## src/sv/bpc_pkg.sv

```systemverilog
// shared types and constants for the button press classifier
`timescale 1ns / 1ps

package bpc_pkg;

  localparam int TIME_BITS = 32;
  localparam int THR_BITS  = 16;
  localparam int IDX_BITS  = 3;

  typedef logic [TIME_BITS-1:0] stamp_t;
  typedef logic [THR_BITS-1:0]  thr_t;

  // register indexes on the configuration port
  localparam logic [IDX_BITS-1:0] REG_REPEAT_ENABLE = 3'd0;
  localparam logic [IDX_BITS-1:0] REG_DEBOUNCE      = 3'd1;
  localparam logic [IDX_BITS-1:0] REG_SHORT_MAX     = 3'd2;
  localparam logic [IDX_BITS-1:0] REG_LONG          = 3'd3;
  localparam logic [IDX_BITS-1:0] REG_REPEAT_START  = 3'd4;
  localparam logic [IDX_BITS-1:0] REG_REPEAT_PERIOD = 3'd5;

  localparam thr_t DEBOUNCE_RST      = 16'd25;
  localparam thr_t SHORT_MAX_RST     = 16'd500;
  localparam thr_t LONG_RST          = 16'd600;
  localparam thr_t REPEAT_START_RST  = 16'd1000;
  localparam thr_t REPEAT_PERIOD_RST = 16'd250;

  typedef enum logic [1:0] {
    ACT_NONE   = 2'd0,
    ACT_SHORT  = 2'd1,
    ACT_LONG   = 2'd2,
    ACT_REPEAT = 2'd3
  } action_t;

  typedef enum logic [4:0] {
    PH_IDLE        = 5'b00001,
    PH_DEB_PRESS   = 5'b00010,
    PH_HELD        = 5'b00100,
    PH_LONG        = 5'b01000,
    PH_DEB_RELEASE = 5'b10000
  } phase_t;

  typedef struct packed {
    logic repeat_enable;
    thr_t debounce_time;
    thr_t short_max_time;
    thr_t long_time;
    thr_t repeat_start_time;
    thr_t repeat_period;
  } cfg_t;

endpackage

```

## src/sv/bpc_cfg.sv

```systemverilog
// threshold and enable registers behind the write port
`timescale 1ns / 1ps

module bpc_cfg (
  input  logic                         clk,
  input  logic                         rst,
  input  logic                         cfg_write,
  input  logic [bpc_pkg::IDX_BITS-1:0] cfg_index,
  input  bpc_pkg::thr_t                cfg_data,
  output bpc_pkg::cfg_t                cfg
);
  import bpc_pkg::*;

  always_ff @(posedge clk) begin
    if (rst) begin
      cfg.repeat_enable     <= 1'b0;
      cfg.debounce_time     <= DEBOUNCE_RST;
      cfg.short_max_time    <= SHORT_MAX_RST;
      cfg.long_time         <= LONG_RST;
      cfg.repeat_start_time <= REPEAT_START_RST;
      cfg.repeat_period     <= REPEAT_PERIOD_RST;
    end else if (cfg_write) begin
      unique case (cfg_index)
        REG_REPEAT_ENABLE: cfg.repeat_enable     <= cfg_data[0];
        REG_DEBOUNCE:      cfg.debounce_time     <= cfg_data;
        REG_SHORT_MAX:     cfg.short_max_time    <= cfg_data;
        REG_LONG:          cfg.long_time         <= cfg_data;
        REG_REPEAT_START:  cfg.repeat_start_time <= cfg_data;
        REG_REPEAT_PERIOD: cfg.repeat_period     <= cfg_data;
        default: ;
      endcase
    end
  end

endmodule

```

## src/sv/bpc_core.sv

```systemverilog
// input register and press classification state machine
`timescale 1ns / 1ps

module bpc_core (
  input  logic             clk,
  input  logic             rst,
  input  bpc_pkg::cfg_t    cfg,
  input  logic             in_valid,
  output logic             in_stall,
  input  logic             pressed,
  input  bpc_pkg::stamp_t  time_now,
  input  logic             take_ok,
  output logic             res_valid,
  output bpc_pkg::action_t res_action
);
  import bpc_pkg::*;

  logic   s1_valid;
  logic   s1_pressed;
  stamp_t s1_time;
  logic   fire;

  phase_t  phase, phase_next;
  stamp_t  edge_time, edge_time_next;
  stamp_t  press_start, press_start_next;
  stamp_t  last_repeat, last_repeat_next;
  logic    long_done, long_done_next;
  logic    short_waiting, short_waiting_next;
  action_t act;

  stamp_t since_edge, held, since_repeat;
  logic   edge_ok, held_deb, held_short, held_long, held_rep, rep_ok;

  assign fire     = s1_valid && take_ok;
  assign in_stall = s1_valid && !take_ok;

  always_ff @(posedge clk) begin
    if (rst) begin
      s1_valid <= 1'b0;
    end else if (!in_stall) begin
      s1_valid <= in_valid;
    end
  end

  always_ff @(posedge clk) begin
    if (in_valid && !in_stall) begin
      s1_pressed <= pressed;
      s1_time    <= time_now;
    end
  end

  // elapsed times wrap with the timestamp
  assign since_edge   = s1_time - edge_time;
  assign held         = s1_time - press_start;
  assign since_repeat = s1_time - last_repeat;

  assign edge_ok    = since_edge   >= stamp_t'(cfg.debounce_time);
  assign held_deb   = held         >= stamp_t'(cfg.debounce_time);
  assign held_short = held         <  stamp_t'(cfg.short_max_time);
  assign held_long  = held         >= stamp_t'(cfg.long_time);
  assign held_rep   = held         >= stamp_t'(cfg.repeat_start_time);
  assign rep_ok     = since_repeat >= stamp_t'(cfg.repeat_period);

  always_comb begin
    phase_next         = phase;
    edge_time_next     = edge_time;
    press_start_next   = press_start;
    last_repeat_next   = last_repeat;
    long_done_next     = long_done;
    short_waiting_next = short_waiting;
    act                = ACT_NONE;
    unique case (phase)
      PH_DEB_PRESS: begin
        if (edge_ok) begin
          phase_next = s1_pressed ? PH_HELD : PH_IDLE;
        end
      end
      PH_HELD: begin
        if (!s1_pressed) begin
          edge_time_next = s1_time;
          if (held_deb) begin
            short_waiting_next = held_short;
            phase_next         = PH_DEB_RELEASE;
          end else begin
            phase_next = PH_IDLE;
          end
        end else if (held_long && !long_done) begin
          act              = ACT_LONG;
          long_done_next   = 1'b1;
          phase_next       = PH_LONG;
          last_repeat_next = s1_time;
        end
      end
      PH_LONG: begin
        if (!s1_pressed) begin
          edge_time_next     = s1_time;
          short_waiting_next = 1'b0;
          phase_next         = PH_DEB_RELEASE;
        end else if (cfg.repeat_enable && held_rep && rep_ok) begin
          act              = ACT_REPEAT;
          last_repeat_next = s1_time;
        end
      end
      PH_DEB_RELEASE: begin
        if (edge_ok) begin
          if (!s1_pressed) begin
            if (short_waiting) begin
              act                = ACT_SHORT;
              short_waiting_next = 1'b0;
            end
            phase_next = PH_IDLE;
          end else begin
            // bounce cancels the pending short
            short_waiting_next = 1'b0;
            phase_next         = long_done ? PH_LONG : PH_HELD;
          end
        end
      end
      default: begin
        if (s1_pressed) begin
          phase_next         = PH_DEB_PRESS;
          press_start_next   = s1_time;
          edge_time_next     = s1_time;
          long_done_next     = 1'b0;
          short_waiting_next = 1'b0;
        end else begin
          phase_next = PH_IDLE;
        end
      end
    endcase
  end

  always_ff @(posedge clk) begin
    if (rst) begin
      phase         <= PH_IDLE;
      edge_time     <= '0;
      press_start   <= '0;
      last_repeat   <= '0;
      long_done     <= 1'b0;
      short_waiting <= 1'b0;
    end else if (fire) begin
      phase         <= phase_next;
      edge_time     <= edge_time_next;
      press_start   <= press_start_next;
      last_repeat   <= last_repeat_next;
      long_done     <= long_done_next;
      short_waiting <= short_waiting_next;
    end
  end

  assign res_valid  = fire;
  assign res_action = act;

endmodule

```

## src/sv/bpc_out.sv

```systemverilog
// result register on the output channel
`timescale 1ns / 1ps

module bpc_out (
  input  logic             clk,
  input  logic             rst,
  input  logic             res_valid,
  input  bpc_pkg::action_t res_action,
  output logic             take_ok,
  output logic             out_valid,
  input  logic             out_stall,
  output logic [1:0]       action
);
  import bpc_pkg::*;

  action_t action_reg;

  assign take_ok = !out_valid || !out_stall;
  assign action  = action_reg;

  always_ff @(posedge clk) begin
    if (rst) begin
      out_valid <= 1'b0;
    end else if (take_ok) begin
      out_valid <= res_valid;
    end
  end

  always_ff @(posedge clk) begin
    if (take_ok && res_valid) begin
      action_reg <= res_action;
    end
  end

endmodule

```

## src/sv/button_press_classifier_top.sv

```systemverilog
// top level of the debounced button press classifier
//
//   channel   handshake            payload
//   in        in_valid / in_stall  pressed, time_now
//   out       out_valid / out_stall action
//   cfg       cfg_write            cfg_index, cfg_data
//
// one item per clock while the output is not stalled; each item is held in the input
// register, where the state machine classifies it, and leaves from the result register
// a result becomes valid once the result register takes it from the input register
// reset returns the machine to idle and the thresholds to their defaults
// a stalled output holds the result and backs up into in_stall the same cycle
`timescale 1ns / 1ps

module button_press_classifier_top (
  input  logic                         clk,
  input  logic                         rst,
  input  logic                         in_valid,
  output logic                         in_stall,
  input  logic                         pressed,
  input  bpc_pkg::stamp_t              time_now,
  output logic                         out_valid,
  input  logic                         out_stall,
  output logic [1:0]                   action,
  input  logic                         cfg_write,
  input  logic [bpc_pkg::IDX_BITS-1:0] cfg_index,
  input  bpc_pkg::thr_t                cfg_data
);
  import bpc_pkg::*;

  cfg_t    cfg;
  logic    take_ok;
  logic    res_valid;
  action_t res_action;

  bpc_cfg u_cfg (
    .clk       (clk),
    .rst       (rst),
    .cfg_write (cfg_write),
    .cfg_index (cfg_index),
    .cfg_data  (cfg_data),
    .cfg       (cfg)
  );

  bpc_core u_core (
    .clk        (clk),
    .rst        (rst),
    .cfg        (cfg),
    .in_valid   (in_valid),
    .in_stall   (in_stall),
    .pressed    (pressed),
    .time_now   (time_now),
    .take_ok    (take_ok),
    .res_valid  (res_valid),
    .res_action (res_action)
  );

  bpc_out u_out (
    .clk        (clk),
    .rst        (rst),
    .res_valid  (res_valid),
    .res_action (res_action),
    .take_ok    (take_ok),
    .out_valid  (out_valid),
    .out_stall  (out_stall),
    .action     (action)
  );

endmodule

```

## config.mk

```make
export PLATFORM = sky130hd
export DESIGN_NAME = button_press_classifier_top
export DESIGN_NICKNAME = d
export VERILOG_FILES = /design/src/sv/bpc_pkg.sv /design/src/sv/bpc_cfg.sv /design/src/sv/bpc_core.sv /design/src/sv/bpc_out.sv /design/src/sv/button_press_classifier_top.sv
export SDC_FILE = /design/constraint.sdc
export NUM_CORES = 1
export LEC_CHECK = 0
export ABC_AREA = 1
export BUFFER_PORTS_ARGS = -buffer_cell sky130_fd_sc_hd__buf_2
export CAP_MARGIN = 10
export CORE_UTILIZATION = 49
export DETAILED_ROUTE_END_ITERATION = 8
export PLACE_DENSITY = 0.65
export SYNTH_ARGS = -nofsm -noshare
export SYNTH_HDL_FRONTEND = slang
export SYNTH_SLANG_ARGS = --single-unit
```

## constraint.sdc

```tcl
create_clock -name clk -period 10.1 [get_ports clk]
set_input_delay 1.515 -clock clk [delete_from_list [all_inputs] [get_ports clk]]
set_output_delay 1.515 -clock clk [all_outputs]
set_load 0.05 [all_outputs]
```

==> results by group <==
Run status
  • Status: finished with violations
  • Failing checks: design-rule violations

Timing
  • Worst slew pin tran: 1.12 ns
  • Final Hold Vio Count: 0
  • Slew HR: 25.1%
  • Fin. max-slew vios: 0
  • Final setup TNS: 0 ns
  • Hold WS: 0.455 ns
  • Final Cycle Share: 45.6%
  • # setup viols final: 0
  • Post-route minimum period: 4.60 ns
  • Max Fclk: 0.217 GHz
  • Clock Skews: 0.0343 ns
  • Unrepaired setup endpoints after global routing: no

Logic synthesis
  • Sequential area share after synthesis: 26.8%
  • Syn Std Cell Area: 17800 um^2
  • Syn nets: 3130
  • Post-synth cell types: 42
  • Avg Cell Area, Syn: 6.18 um^2
  • Warnings, synthesis: 0
  • Primary FF master, synth: dfxtp_1
  • Syn Inst Count: 2882
  • Flops & latches, synth: 221
  • Number of synthesized flops with an enable pin: 35
  • Ys async rst share: 0%

Floorplanning
  • Num ports: 61
  • DIE AREA: 37100 um^2
  • Die width: 193 um
  • Initial Util: 50.0%
  • Rows: 69
  • Vert. Die Dim: 193 um
  • Core ar.: 35700 um^2

Place
  • HPWL Detailed: 45200 um
  • Placed cells: 3355
  • GP Congestion: 0.956
  • IO buf count: 60
  • Post-DP Area: 18500 um^2

Critical path
  • RR Endpoint: u_core.last_repeat[21]
  • CP Data Required Time: 10.54 ns
  • Cell Chain, Critical Path: inv_1 -> fa_1 -> inv_1 -> nand3_1 -> nand3_1 -> nand3_1 -> nand3_1 -> xor2_1 -> ha_1 -> a21oi_1 -> o21ai_0 -> nor2_1 -> nand3_1 -> nand3_1 -> nand2_2 -> buf_4 -> nand3_1 -> nand2_1 -> nor2_1
  • Reg-to-reg setup timing slack: 5.50 ns
  • Reg-to-Reg Start: u_core.s1_time[1]
  • Cell repeated most along the worst path: nand3_1
  • Cells on worst reg2reg path: 19
  • CP arrival: 5.04 ns
  • Worst path depth: 19
  • CP Launch Type: flip-flop
  • Critical path class: reg -> reg
  • Slowest cell on crit path: edfxtp_1
  • CP endpoint kind: flip-flop
  • Delay-heaviest family, CP: simple AND/OR/NAND/NOR gates
  • CP Max Fanout: 64
  • CP max stage delay: 0.60 ns
  • Worst Path Buf+Inv: 3

Finish
  • # fillers: 3715
  • Layout Nets: 3170
  • Synthesis-to-layout area growth: 8.74%
  • Post-route cell area: 19400 um^2
  • Final Util: 54.3%
  • Top reg by flops: u_cfg.cfg
  • Max reg flops: 81
  • Most frequent cells in the layout: nand2_1 (862), inv_1 (602), a21oi_1 (248)
  • Non-Filler Instances: 3402
  • Commonest non-fill, non-tap cell in the layout: nand2_1
  • Share of post-route cells with drive strength above 1: 4.32%
  • Inserted Diodes: 0

Drt
  • Antenna Violating Nets Remaining: 0
  • Via density: 5.17
  • DRT iter0 DRCs: 1100
  • Drt pass-1 iters: 9
  • DRC: 12
  • Vias: 17600
  • Routed wire length: 55300 um
  • Wire per inst: 16.3 um

Clock tree
  • CTS H-tree depth: 1
  • Num CTS Buffers: 26
  • CTS clk-pin slew, worst paths: 0.06 ns
  • Post-CTS Hold Fix Bufs: 0
  • Clk root buf: clkbuf_16
  • Post-CTS sizing: 0
  • Clock sink count: 221
  • CTS tree: done
  • Max Buffers Root-to-Sink: 3
  • Clk_lat worst skew: 0.57 ns
  • Setup bufs post-CTS: 0

Pwr
  • LEAKAGE: 10.2 nW
  • Max VDD drop: 0.140 mV
  • Power Density: 142 nW/um^2

Hold path
  • Endpoint, Worst Hold: u_core.edge_time[23]
  • Hold Crit Depth: 2
  • Worst Hold Class: reg -> reg
  • Hold_sp: u_core.edge_time[23]

GRT
  • Largest net degree at the start of global routing: 112
  • Vias in the first global route: 16200
  • Overflow after GRT: 0
  • First-pass GRT wire length: 86700 um
  • GRT Overall Usage: 30.0%
  • Initial antenna violation count: 0

Run
  • Max-Cap Viols: 0
## kinds of logic after synthesis
group	share of synthesized area, %
simple gates	30.4
compound gates	12.8
flops	26.8
buf+inv	14.2
xor+xnor	2.21
fa+ha+maj	13.5
## worst min-delay path, cell delays in order (launching register included)
cell and delay, ns:
dfxtp_1 0.29, inv_1 0.06, a21oi_1 0.05
## area by class of cell
| type | instances | area (um^2) | area share (%) |
|---|---|---|---|
| Inverter | 605 | 2270 | 11.7 |
| Clock buffer | 37 | 753 | 3.89 |
| Sequential cell | 221 | 4770 | 24.6 |
| Timing Repair Buffer | 68 | 360 | 1.86 |
| Tap cell | 461 | 577 | 2.98 |
| Multi-Input combinational cell | 2000 | 10500 | 54.3 |
| Clock inverter | 10 | 123 | 0.633 |
## layer usage
metal  GRT usage [%]  vias to the layer above  wire, um
met4            12.1                        0      2400
met3            3.33                      108      2940
met5               0                        -         0
met2            49.8                      476     24700
li1                -                     9107         -
met1            39.3                     7901     25300
## cells in the mapped netlist (2+ instances only)
library cell	count	share of area, %
o21ai_0	138	3.9
a211oi_1	5	0.21
inv_1	603	13
nand2_1	862	18
ha_1	188	13
nand3_1	152	4.3
xor2_1	44	2.2
nor2_1	227	4.8
a21o_1	2	0.084
nand2_2	6	0.21
a31oi_1	2	0.070
edfxtp_1	35	5.9
fa_1	3	0.34
o21bai_1	7	0.29
buf_2	9	0.25
inv_2	2	0.042
dfxtp_1	186	21
buf_6	5	0.32
nor3_1	24	0.67
and3_1	2	0.070
nand4_1	32	1.1
o211ai_1	21	0.88
clkbuf_1	41	0.86
nand3b_1	7	0.29
a21oi_1	248	7.0
nor3_2	5	0.28
and2_1	10	0.35
nor4_1	2	0.070
## how the worst max path moves through the flow
stage / from / end
final: u_core.s1_time[1] / u_core.last_repeat[21]
after global placement: u_core.s1_time[1] / u_core.last_repeat[19]
after detailed placement: u_core.s1_time[1] / u_core.last_repeat[21]
after floorplan: out_stall / in_stall
after global routing: u_core.s1_time[1] / u_core.last_repeat[18]
after CTS: u_core.s1_time[1] / u_core.last_repeat[15]
## where the power goes
part           switching, mW  leakage (nW)  internal [mW]
Combinational          0.550          7.93          0.285
Clock                  0.392         0.429          0.572
Sequential            0.0284          1.86          0.934
Total                  0.970          10.2           1.79
## metrics by stage
stage          total power [mW]  worst slack (ns)
2_1_floorplan              1.57              6.30
3_3_place_gp               1.79              5.61
3_5_place_dp               1.81              5.53
4_1_cts                    2.77              5.48
5_1_grt                    2.94              5.15
6_report                   2.76              5.50
Power figures use the tool's default switching activity.
